==> src/rtl/rc4sc_pkg.sv <==
// Package for the RC4 stream cipher core: sizes, codes, sequencer states
// and the structs passed between the top level and the engine.
// No dependencies.
`timescale 1ns / 1ps
`default_nettype none

package rc4sc_pkg;

   localparam int TABLE_SIZE    = 256;
   localparam int ADDR_W        = $clog2(TABLE_SIZE);
   localparam int BYTE_W        = 8;
   localparam int MAX_KEY_BYTES = 16;
   localparam int KIDX_W        = $clog2(MAX_KEY_BYTES);
   localparam int LEN_W         = 5;
   localparam int CSR_IDX_W     = 2;
   localparam int CSR_DATA_W    = 64;

   localparam logic [ADDR_W-1:0] LAST_ADDR = ADDR_W'(TABLE_SIZE - 1);
   localparam logic [LEN_W-1:0]  KEY_LEN_MAX = LEN_W'(MAX_KEY_BYTES);
   localparam logic [LEN_W-1:0]  KEY_LEN_MIN = LEN_W'(1);

   localparam logic [CSR_IDX_W-1:0] CSR_KEY_LOW  = CSR_IDX_W'(0);
   localparam logic [CSR_IDX_W-1:0] CSR_KEY_HIGH = CSR_IDX_W'(1);
   localparam logic [CSR_IDX_W-1:0] CSR_KEY_LEN  = CSR_IDX_W'(2);

   localparam logic REQ_REKEY = 1'b0;
   localparam logic REQ_DATA  = 1'b1;

   typedef enum logic [3:0] {
      ST_IDLE,
      ST_FILL,
      ST_KS_RD_I,
      ST_KS_RD_J,
      ST_KS_WR_J,
      ST_KS_WR_I,
      ST_GEN_RD_I,
      ST_GEN_RD_J,
      ST_GEN_WR_J,
      ST_GEN_WR_I,
      ST_GEN_RD_K,
      ST_RESULT
   } rc4sc_state_type;

   typedef struct packed {
      logic valid;
      logic is_data;
   } rc4sc_start_type;

   typedef struct packed {
      logic [MAX_KEY_BYTES-1:0][BYTE_W-1:0] bytes;
      logic [LEN_W-1:0]                     len;
   } rc4sc_key_type;

   typedef struct packed {
      logic              valid;
      logic [BYTE_W-1:0] ks;
      logic              not_keyed;
   } rc4sc_result_type;

endpackage

`default_nettype wire

==> src/rtl/rc4sc_engine.sv <==
// Sequencer, shared byte adder and 256 x 8 state memory of the RC4 core.
// Runs the key schedule and the keystream generator; uses rc4sc_pkg.
`timescale 1ns / 1ps
`default_nettype none

module rc4sc_engine
   import rc4sc_pkg::*;
(
   input  wire logic             clock,
   input  wire logic             reset,
   input  wire rc4sc_start_type  start,
   input  wire rc4sc_key_type    key,
   input  wire logic             slot_free,
   output      logic             idle,
   output      rc4sc_result_type result
);

   logic [BYTE_W-1:0] perm_mem [TABLE_SIZE];
   logic [BYTE_W-1:0] rd_data_ff;

   rc4sc_state_type state_ff, state_in;
   logic [ADDR_W-1:0] n_ff, n_in;
   logic [KIDX_W-1:0] kidx_ff, kidx_in;
   logic [BYTE_W-1:0] i_ff, i_in;
   logic [BYTE_W-1:0] j_ff, j_in;
   logic [BYTE_W-1:0] si_ff, si_in;
   logic [BYTE_W-1:0] sj_ff, sj_in;
   logic              keyed_ff, keyed_in;
   logic              nk_ff, nk_in;

   logic              wr_en;
   logic [ADDR_W-1:0] wr_addr;
   logic [BYTE_W-1:0] wr_data;
   logic              rd_en;
   logic [ADDR_W-1:0] rd_addr;
   logic [BYTE_W-1:0] add_a, add_b, add_c, sum;
   logic              last_n;
   logic              kidx_wrap;

   assign sum       = add_a + add_b + add_c;
   assign last_n    = (n_ff == LAST_ADDR);
   assign kidx_wrap = ((LEN_W'(kidx_ff) + LEN_W'(1)) == key.len);

   always_comb begin
      state_in = state_ff;
      case (state_ff)
         ST_IDLE: begin
            if (start.valid) begin
               if (start.is_data == REQ_REKEY) begin
                  state_in = ST_FILL;
               end else if (keyed_ff) begin
                  state_in = ST_GEN_RD_I;
               end else begin
                  state_in = ST_RESULT;
               end
            end
         end
         ST_FILL: begin
            if (last_n) begin
               state_in = ST_KS_RD_I;
            end
         end
         ST_KS_RD_I:  state_in = ST_KS_RD_J;
         ST_KS_RD_J:  state_in = ST_KS_WR_J;
         ST_KS_WR_J:  state_in = ST_KS_WR_I;
         ST_KS_WR_I: begin
            state_in = last_n ? ST_IDLE : ST_KS_RD_I;
         end
         ST_GEN_RD_I: state_in = ST_GEN_RD_J;
         ST_GEN_RD_J: state_in = ST_GEN_WR_J;
         ST_GEN_WR_J: state_in = ST_GEN_WR_I;
         ST_GEN_WR_I: state_in = ST_GEN_RD_K;
         ST_GEN_RD_K: state_in = ST_RESULT;
         ST_RESULT: begin
            if (slot_free) begin
               state_in = ST_IDLE;
            end
         end
         default: state_in = ST_IDLE;
      endcase
   end

   always_comb begin
      wr_en   = 1'b0;
      wr_addr = n_ff;
      wr_data = si_ff;
      rd_en   = 1'b0;
      rd_addr = n_ff;
      add_a   = j_ff;
      add_b   = rd_data_ff;
      add_c   = '0;
      case (state_ff)
         ST_FILL: begin
            wr_en   = 1'b1;
            wr_data = n_ff;
         end
         ST_KS_RD_I: begin
            rd_en = 1'b1;
         end
         ST_KS_RD_J: begin
            add_c   = key.bytes[kidx_ff];
            rd_en   = 1'b1;
            rd_addr = sum;
         end
         ST_KS_WR_J: begin
            wr_en   = 1'b1;
            wr_addr = j_ff;
         end
         ST_KS_WR_I: begin
            wr_en   = 1'b1;
            wr_data = sj_ff;
         end
         ST_GEN_RD_I: begin
            add_a   = i_ff;
            add_b   = BYTE_W'(1);
            rd_en   = 1'b1;
            rd_addr = sum;
         end
         ST_GEN_RD_J: begin
            rd_en   = 1'b1;
            rd_addr = sum;
         end
         ST_GEN_WR_J: begin
            wr_en   = 1'b1;
            wr_addr = j_ff;
         end
         ST_GEN_WR_I: begin
            wr_en   = 1'b1;
            wr_addr = i_ff;
            wr_data = sj_ff;
         end
         ST_GEN_RD_K: begin
            add_a   = si_ff;
            add_b   = sj_ff;
            rd_en   = 1'b1;
            rd_addr = sum;
         end
         default: begin
         end
      endcase
   end

   always_comb begin
      n_in     = n_ff;
      kidx_in  = kidx_ff;
      i_in     = i_ff;
      j_in     = j_ff;
      si_in    = si_ff;
      sj_in    = sj_ff;
      keyed_in = keyed_ff;
      nk_in    = nk_ff;
      case (state_ff)
         ST_IDLE: begin
            n_in  = '0;
            nk_in = ~keyed_ff;
         end
         ST_FILL: begin
            n_in = n_ff + ADDR_W'(1);
            if (last_n) begin
               kidx_in = '0;
               j_in    = '0;
            end
         end
         ST_KS_RD_J: begin
            j_in  = sum;
            si_in = rd_data_ff;
         end
         ST_KS_WR_J: begin
            sj_in = rd_data_ff;
         end
         ST_KS_WR_I: begin
            n_in    = n_ff + ADDR_W'(1);
            kidx_in = kidx_wrap ? '0 : kidx_ff + KIDX_W'(1);
            if (last_n) begin
               i_in     = '0;
               j_in     = '0;
               keyed_in = 1'b1;
            end
         end
         ST_GEN_RD_I: begin
            i_in = sum;
         end
         ST_GEN_RD_J: begin
            j_in  = sum;
            si_in = rd_data_ff;
         end
         ST_GEN_WR_J: begin
            sj_in = rd_data_ff;
         end
         default: begin
         end
      endcase
   end

   always_ff @(posedge clock) begin
      if (reset) begin
         state_ff <= ST_IDLE;
         keyed_ff <= 1'b0;
         i_ff     <= '0;
         j_ff     <= '0;
      end else begin
         state_ff <= state_in;
         keyed_ff <= keyed_in;
         i_ff     <= i_in;
         j_ff     <= j_in;
      end
      n_ff    <= n_in;
      kidx_ff <= kidx_in;
      si_ff   <= si_in;
      sj_ff   <= sj_in;
      nk_ff   <= nk_in;
   end

   always_ff @(posedge clock) begin
      if (wr_en) begin
         perm_mem[wr_addr] <= wr_data;
      end
      if (rd_en) begin
         rd_data_ff <= perm_mem[rd_addr];
      end
   end

   assign idle             = (state_ff == ST_IDLE);
   assign result.valid     = (state_ff == ST_RESULT);
   assign result.ks        = rd_data_ff;
   assign result.not_keyed = nk_ff;

   a_keyed_sticky: assert property (@(posedge clock) disable iff (reset)
      !$fell(keyed_ff))
      else $error("keyed flag dropped without reset");

   a_nk_matches_keyed: assert property (@(posedge clock) disable iff (reset)
      (state_ff == ST_RESULT && nk_ff) |-> !keyed_ff)
      else $error("not-keyed result while keyed");

   a_i_moves_in_place: assert property (@(posedge clock) disable iff (reset)
      (state_ff != ST_GEN_RD_I && state_ff != ST_KS_WR_I) |=> $stable(i_ff))
      else $error("index i changed outside its update steps");

   a_result_holds: assert property (@(posedge clock) disable iff (reset)
      (state_ff == ST_RESULT && !slot_free) |=> (state_ff == ST_RESULT))
      else $error("result left before the output slot was free");

endmodule

`default_nettype wire

==> src/rtl/rc4_stream_cipher_core.sv <==
// Top level of the RC4 stream cipher core: key registers, request and
// response handshakes and the output register. Uses rc4sc_pkg and rc4sc_engine.
//
//   Port group   Direction  Contents
//   req_*        in         req_type (0 rekey, 1 data), req_data_byte
//   rsp_*        out        rsp_out_byte, rsp_not_keyed (data items only)
//   csr_*        in         write enable, register index, 64-bit write data
//
// A data item runs from acceptance to the next acceptance through the accept
// step, five accesses to the state memory and the result step. A data item
// before any rekey goes from the accept step straight to the result step. A
// rekey item runs the accept step, an identity fill of all 256 entries, then
// a read i, read j, write j and write i step for each of 256 swap steps.
// Reset is synchronous and clears the indexes and the keyed flag; the key
// registers return to zero and the key length to sixteen. A stalled response
// holds the engine only when its next result is ready; a new item is taken
// while a response waits.
`timescale 1ns / 1ps
`default_nettype none

module rc4_stream_cipher_core
   import rc4sc_pkg::*;
(
   input  wire logic                  clock,
   input  wire logic                  reset,
   input  wire logic                  req_valid,
   output      logic                  req_ready,
   input  wire logic                  req_type,
   input  wire logic [BYTE_W-1:0]     req_data_byte,
   output      logic                  rsp_valid,
   input  wire logic                  rsp_ready,
   output      logic [BYTE_W-1:0]     rsp_out_byte,
   output      logic                  rsp_not_keyed,
   input  wire logic                  csr_wr_en,
   input  wire logic [CSR_IDX_W-1:0]  csr_index,
   input  wire logic [CSR_DATA_W-1:0] csr_wdata
);

   logic [CSR_DATA_W-1:0] key_low_ff;
   logic [CSR_DATA_W-1:0] key_high_ff;
   logic [LEN_W-1:0]      key_len_ff;
   logic [BYTE_W-1:0]     data_ff;
   logic                  rsp_valid_ff;
   logic [BYTE_W-1:0]     rsp_byte_ff;
   logic                  rsp_nk_ff;

   logic                  engine_idle;
   logic                  slot_free;
   logic                  accept;
   rc4sc_start_type       start;
   rc4sc_key_type         key;
   rc4sc_result_type      result;

   always_ff @(posedge clock) begin
      if (reset) begin
         key_low_ff  <= '0;
         key_high_ff <= '0;
         key_len_ff  <= KEY_LEN_MAX;
      end else if (csr_wr_en) begin
         case (csr_index)
            CSR_KEY_LOW:  key_low_ff  <= csr_wdata;
            CSR_KEY_HIGH: key_high_ff <= csr_wdata;
            CSR_KEY_LEN:  key_len_ff  <= csr_wdata[LEN_W-1:0];
            default: begin
            end
         endcase
      end
   end

   always_comb begin
      key.bytes = {key_high_ff, key_low_ff};
      if (key_len_ff < KEY_LEN_MIN) begin
         key.len = KEY_LEN_MIN;
      end else if (key_len_ff > KEY_LEN_MAX) begin
         key.len = KEY_LEN_MAX;
      end else begin
         key.len = key_len_ff;
      end
   end

   assign req_ready     = engine_idle;
   assign accept        = req_valid && req_ready;
   assign start.valid   = accept;
   assign start.is_data = req_type;
   assign slot_free     = !rsp_valid_ff || rsp_ready;

   always_ff @(posedge clock) begin
      if (accept) begin
         data_ff <= req_data_byte;
      end
   end

   rc4sc_engine u_engine (
      .clock     (clock),
      .reset     (reset),
      .start     (start),
      .key       (key),
      .slot_free (slot_free),
      .idle      (engine_idle),
      .result    (result)
   );

   always_ff @(posedge clock) begin
      if (reset) begin
         rsp_valid_ff <= 1'b0;
      end else if (result.valid && slot_free) begin
         rsp_valid_ff <= 1'b1;
      end else if (rsp_ready) begin
         rsp_valid_ff <= 1'b0;
      end
      if (result.valid && slot_free) begin
         rsp_byte_ff <= result.not_keyed ? '0 : (data_ff ^ result.ks);
         rsp_nk_ff   <= result.not_keyed;
      end
   end

   assign rsp_valid     = rsp_valid_ff;
   assign rsp_out_byte  = rsp_byte_ff;
   assign rsp_not_keyed = rsp_nk_ff;

endmodule

`default_nettype wire
==> config.mk <==
export PLATFORM = sky130hd
export DESIGN_NAME = rc4_stream_cipher_core
export DESIGN_NICKNAME = d
export VERILOG_FILES = /design/src/rtl/rc4sc_pkg.sv /design/src/rtl/rc4sc_engine.sv /design/src/rtl/rc4_stream_cipher_core.sv
export SDC_FILE = /design/constraint.sdc
export NUM_CORES = 2
export LEC_CHECK = 0
export ABC_AREA = 1
export BUFFER_PORTS_ARGS = -buffer_cell sky130_fd_sc_hd__buf_4
export CORE_MARGIN = 3
export CORE_UTILIZATION = 41
export DETAILED_ROUTE_END_ITERATION = 7
export HOLD_SLACK_MARGIN = 0.06
export PLACE_DENSITY = 0.62
export SLEW_MARGIN = 40
export SYNTH_ARGS = -nofsm -noshare
export SYNTH_HDL_FRONTEND = slang
export SYNTH_HIERARCHICAL = 1
export SYNTH_SLANG_ARGS = --single-unit
export TNS_END_PERCENT = 30
==> constraint.sdc <==
create_clock -name clock -period 19.09 [get_ports clock]
set_clock_uncertainty 0.2 [all_clocks]
set_input_delay 1.909 -clock clock [delete_from_list [all_inputs] [get_ports clock]]
set_output_delay 1.909 -clock clock [all_outputs]
set_load 0.05 [all_outputs]
# After elaboration in Yosys (flattened, before gate mapping)
# Memories as Yosys holds them, arrays and structs flattened. A register that Yosys moved wholly into a read port is not among the register bits.
# Cells that the tools add are included.
[totals] register_bits=201 ramBits=2048 input_bits=80 out_inout_bits=11 elab_cells=103 mem_count=1
[mem_list] name="u_engine.perm_mem" depth=256 word_bits=8 rd=1 rd_clocked_by_memory_dff=1 write_ports=1 line="rc4sc_engine.sv:18" source="logic [BYTE_W-1:0] perm_mem [TABLE_SIZE];"
[classes] add_sub_neg=5 n_lt_le_gt_ge=3 n_eq_ne=20 mux=30 bitwise_logic=2 n_reduce_logical=26
[op_table] operator="$pmux W8 S2" n=7
[op_table] operator="$pmux W4 S12" n=1
[op_table] operator="$bmux W8 S4" n=1
[op_table] operator="$mux W8" n=4
[op_table] operator="$mux W4" n=7
[op_table] operator="$add A8 B8 Y8" n=2
[op_table] operator="$eq A4 B3 Y1 const B" n=4
[op_table] operator="$eq A4 B4 Y1 const B" n=4
[op_table] operator="$reduce_and A2 Y1" n=7
[op_table] operator="$mux W5" n=2
[op_table] operator="$reduce_bool A2 Y1" n=5
[op_table] operator="$reduce_or A5 Y1" n=2
[op_table] operator="$add A8 B1 Y8 const B" n=1
[op_table] operator="$eq A4 B2 Y1 const B" n=2
[op_table] operator="$eq A8 B8 Y1 const B" n=1
[op_table] operator="$ne A2 B1 Y1 const B" n=4
[op_table] operator="$pmux W4 S2" n=1
[op_table] operator="$reduce_or A2 Y1" n=4
[op_table] operator="$xor A8 B8 Y8" n=1
[op_table] operator="$mux W1" n=6
[op_table] operator="$add A4 B1 Y5 const B" n=1
[op_table] operator="$eq A5 B5 Y1" n=1
[op_table] operator="$gt A5 B5 Y1 const B" n=1
[op_table] operator="$lt A4 B5 Y1 const B" n=1
[op_table] operator="other kinds (15)" n=16

# Longest topological paths before layout
[depth] depth_word=6 mapped_depth=27 depth_no_buf=24

# Hierarchy
# The synthesis kept the hierarchy.
[modules_own_cells] module="rc4sc_engine" n_inst=1 cells_each=9150 area_per_inst_um2=92917.9
[modules_own_cells] module="rc4_stream_cipher_core" n_inst=1 cells_each=909 area_per_inst_um2=6397.4

# Least setup slack after synthesis
# No wires, ideal clock.
[synth_timing] kind="register to register" from="register u_engine.state_ff[3]" to="memory u_engine.perm_mem[0][1], data pin" t_arrival_ps=8338 slack_ps=8920 stages_incl_launch_ff=9 n_path_buf=0 path_cell_list="dfxtp_1 > inv_2 > nor2_2 > inv_1 > nor2_2 > inv_1 > nand2_1 > inv_1 > o221ai_1"
[synth_via] elab_chain_cells=3 elab_cells_between_ends=5 cone_classes="eq/ne (3); mux (1); reduce/logical (1)"
[synth_lines] element="start: declaration" line="rc4sc_engine.sv:21" source="rc4sc_state_type state_ff, state_in;"
[synth_lines] element="start signal: assignment" line="rc4sc_engine.sv:202" source="state_ff <= state_in;"
[synth_lines] element="$eq A4 B4 Y1 or $eq A4 B3 Y1 (tied branches)" line="rc4sc_engine.sv:92" source="case (state_ff)"
[synth_lines] element="$reduce_or A2 Y1 (no line)"
[synth_lines] element="$pmux W8 S2 (*)" line="rc4sc_engine.sv:92"
[synth_lines] element="via u_engine.wr_data[1]" line="rc4sc_engine.sv:33" source="logic [BYTE_W-1:0] wr_data;"
[synth_lines] element="end: declaration" line="rc4sc_engine.sv:18"
# The timed path passes the listed nets; every way through them passes the cells marked *.

# Worst setup path in the final report
[layout_timing] from="register u_engine.kidx_ff[0]" to="register u_engine.rd_data_ff[5] (read register of u_engine.perm_mem), data pin"
[layout_via] elab_chain_cells=5
[layout_lines] element="start: declaration" line="rc4sc_engine.sv:23" source="logic [KIDX_W-1:0] kidx_ff, kidx_in;"
[layout_lines] element="start signal: assignment" line="rc4sc_engine.sv:208" source="kidx_ff <= kidx_in;"
[layout_lines] element="$bmux W8 S4" line="rc4sc_engine.sv:101" source="add_c = key.bytes[kidx_ff];"
[layout_lines] element="$mux W8 (not written as such)" line="rc4sc_engine.sv:101"
[layout_lines] element="$mux W8" line="rc4sc_engine.sv:92"
[layout_lines] element="$add A8 B8 Y8" line="rc4sc_engine.sv:40" source="assign sum = add_a + add_b + add_c;"
[layout_lines] element="$mux W8" line="rc4sc_engine.sv:92"
[layout_lines] element="end: declaration" line="rc4sc_engine.sv:19" source="logic [BYTE_W-1:0] rd_data_ff;"
# No other way between the ends. The select of a mux whose other input is x is not followed.
# A chain may end at the register's enable or synchronous reset.

==> results.yml <==
timing:
  final.period_utilization: 0.411
  worstMarginPinSlew_ns: 0.910
  worst_slack_ns: 11.25
  setup_viol: 0
  rsz0062_at_grt: "false"
  clock.fmax_mhz: 128
  report.final.slew_viol_count: 0
  hold_violations: 0
  slew_headroom: 0.391
  whs_ns: 0.264
  tns_ns: 0
  period_needed_ns: 7.84
final_layout:
  finalInstanceArea_um2: 110000
  syn2layout_area_growth_pct: 10.8
  final_cells: 13300
  fin_nets: 10000
  reg_top3: "u_engine/perm_mem: 2048 flops, key_high_ff: 64 flops, key_low_ff: 64 flops"
  top_register: "u_engine/perm_mem"
  largest_reg_flops: 2048
  fillers: 22100
  drive_gt1_frac: 0.0603
  post-route-util: 0.457
cts:
  path_clk_slew_ns: 0.06
  clk_latency_ns: 0.87
  htreeDepth: 4
  cts_root_buffer: "clkbuf_16"
  clk_path_buf_depth: 3
  post_cts_resize_count: 0
  cts_setup_buffers: 0
  numClockSinks: 2257
  numCtsBuffers: 225
  cts_tree: "done"
  postCtsHoldBufs: 0
critical_path:
  critical_path.slowest_cell: "buf_4"
  arrival_ns: 8.26
  rr_startpoint: "u_engine/kidx_ff[0]"
  path_common_cell: "nand3_1"
  critical-path-max-stage-delay_ns: 0.66
  crit_family: "buffers and inverters"
  path_buf_inv: 9
  worstPathMaxFanout: 92
  critPathLaunchType: "flop"
  rrSetupSlack_ns: 11.25
  worst_r2r_endpoint: "u_engine/rd_data_ff[5]"
  r2r_cells: 25
  endpoint_kind: "flop"
  required_ns: 19.51
  setup.worst_path.class: "reg -> reg"
grt:
  overflow: 0
  grt_pass1_vias: 66100
  grt_antenna_before_repair: 10
  groute.usage.overall: 0.219
  grt_max_degree: 198
  grt_pass1_wl_um: 418000
drt:
  avgViaCountPerCell: 5.27
  firstDrtPassIters: 8
  drtIter0Drc: 8757
  wl_per_cell_um: 21.0
  routed_wl_um: 279000
  post-route-drc-count: 0
  ant_nets: 0
  via_count: 70100
synth:
  yosysSeqAreaShare: 0.667
  syn_area_per_cell_um2: 9.87
  synth_area_um2: 99300
  synthMuxAreaShare: 0
  yosys_most_used_dff: "edfxtp_1"
  synth_nets: 10200
  netlist.area_leader.share: 0.636
  ys_async_sr_fraction: 0
  yosysMostFrequentCell: "nand2_1"
  yosysTopAreaCell: "edfxtp_1"
  netlist-cell-type-count: 43
  yosys-top-cells-area: "edfxtp_1 64%, nand2_1 12%, nand3_1 8.2%, inv_1 5.3%, dfxtp_1 3.1%"
  synth_cells: 10100
  ys_seq_elements: 2257
  yosys-top-cells-count: "3,181 x nand2_1, 2,102 x edfxtp_1, 1,623 x nand3_1"
  synth_edf_count: 2102
  synthSimpleGateAreaFrac: 0.226
  synth_compound_area_frac: 0.0206
  yosys_warnings: 6
  yosys.area_share.xor_xnor: 0.00168
  synth_fa_ha_area_frac: 0.00262
  synth_top_family_by_area: "simple AND/OR/NAND/NOR gates"
floorplanning:
  io_pins: 91
  start_util: 0.413
  core_area_um2: 241000
  core.rowCount: 180
  die_h_um: 498
  dieArea_um2: 248000
  die_w_um: 498
power:
  power_density_nw_per_um2: 149
  irDropWorstVdd_mv: 0.146
  power.total_mw: 16.4
  p_leak_nw: 44.4
hold_path:
  min_delay_worst_endpoint: "u_engine/j_ff[3]"
  hold_depth: 2
  hold_path_class: "reg -> reg"
  worstHoldStart: "u_engine/j_ff[3]"
placed_design:
  dp_hpwl_um: 162000
  portBuffers: 90
  gp_congestion: 0.907
  dp_slack_ns: 11.39
  post-place-cells: 12900
  dpl_cell_area_um2: 103000
outcome:
  outcome: "finished clean"
flow_run:
  max_cap_viol_count: 0
## metal layers
metal  GRT usage  share of wire  vias up
met5           0       0.000072        -
met4      0.0746          0.034        4
met3      0.0437          0.093      542
met2       0.341           0.45     3113
met1       0.306           0.42    33800
li1            -              -    32600
## logic make-up after synthesis
| logic type | count (synthesis) |
|---|---|
| AND/OR/NAND/NOR | 5416 |
| flip-flops | 2257 |
| buffers and inverters | 1975 |
| AO/OA/AOI/OAI | 376 |
| XOR/XNOR | 19 |
| adder cells (fa/ha/maj) | 16 |
## final cells by class
| type | count | area (um2) | area share |
|---|---|---|---|
| flip-flops and latches | 2257 | 66200 | 0.602 |
| multi-input cells | 5827 | 25300 | 0.230 |
| clock buffers | 281 | 5950 | 0.0540 |
| inverters | 1413 | 5320 | 0.0483 |
| well taps | 3185 | 3990 | 0.0362 |
| repair buffers | 199 | 2030 | 0.0185 |
| clock inverters | 137 | 1240 | 0.0113 |
| diodes | 1 | 2.50 | 0.0000227 |
## worst max-delay path by stage
stage / from / end / slack, ns / cells past startpoint
2_1_floorplan: u_engine/state_ff[3] / u_engine/perm_mem[0][1] / 8.92 / 8
3_3_place_gp: u_engine/kidx_ff[0] / u_engine/rd_data_ff[7] / 11.01 / 24
3_5_place_dp: u_engine/kidx_ff[0] / u_engine/rd_data_ff[6] / 11.39 / 26
4_1_cts: u_engine/kidx_ff[0] / u_engine/rd_data_ff[6] / 11.34 / 26
5_1_grt: u_engine/kidx_ff[0] / u_engine/rd_data_ff[6] / 10.80 / 26
6_report: u_engine/kidx_ff[0] / u_engine/rd_data_ff[5] / 11.25 / 25
## cell usage in the layout (no fill, tap or decap), types with 8 or more instances in the layout
cell       Yosys  routed
nand2_1     3181    3172
edfxtp_1    2102    2102
nand3_1     1623    1622
inv_1       1400    1399
nor2_1       567     507
clkbuf_16      0     228
o21ai_0      198     195
dfxtp_1      155     155
buf_4         49     144
a21oi_1      121     121
clkinv_1       6      69
nor2_2         4      63
clkbuf_1     119      48
clkinv_2       0      40
buf_6         11      27
o221ai_1      24      19
bufinv_16      0      18
xnor2_1       15      15
buf_12         0      15
nand4_1       14      14
buf_16         0      12
nand2_2        3      10
a31oi_1        8       8
nand3b_1       8       8
fa_1           8       8
ha_1           8       8
## tightest hold or removal path: cells and delay by family (launching register included)
family           cells  cell delay, ns
AO/OA/AOI/OAI        1            0.05
AND/OR/NAND/NOR      1            0.06
flip-flops           1            0.31
## power breakdown
group	switching (mW)	internal, mW	leakage (nW)
clock	1.89	2.44	3.51
combinational	4.55	1.37	20.6
sequential	0.0767	6.02	20.2
total	6.52	9.83	44.4
(Power assumes the default switching activity.)
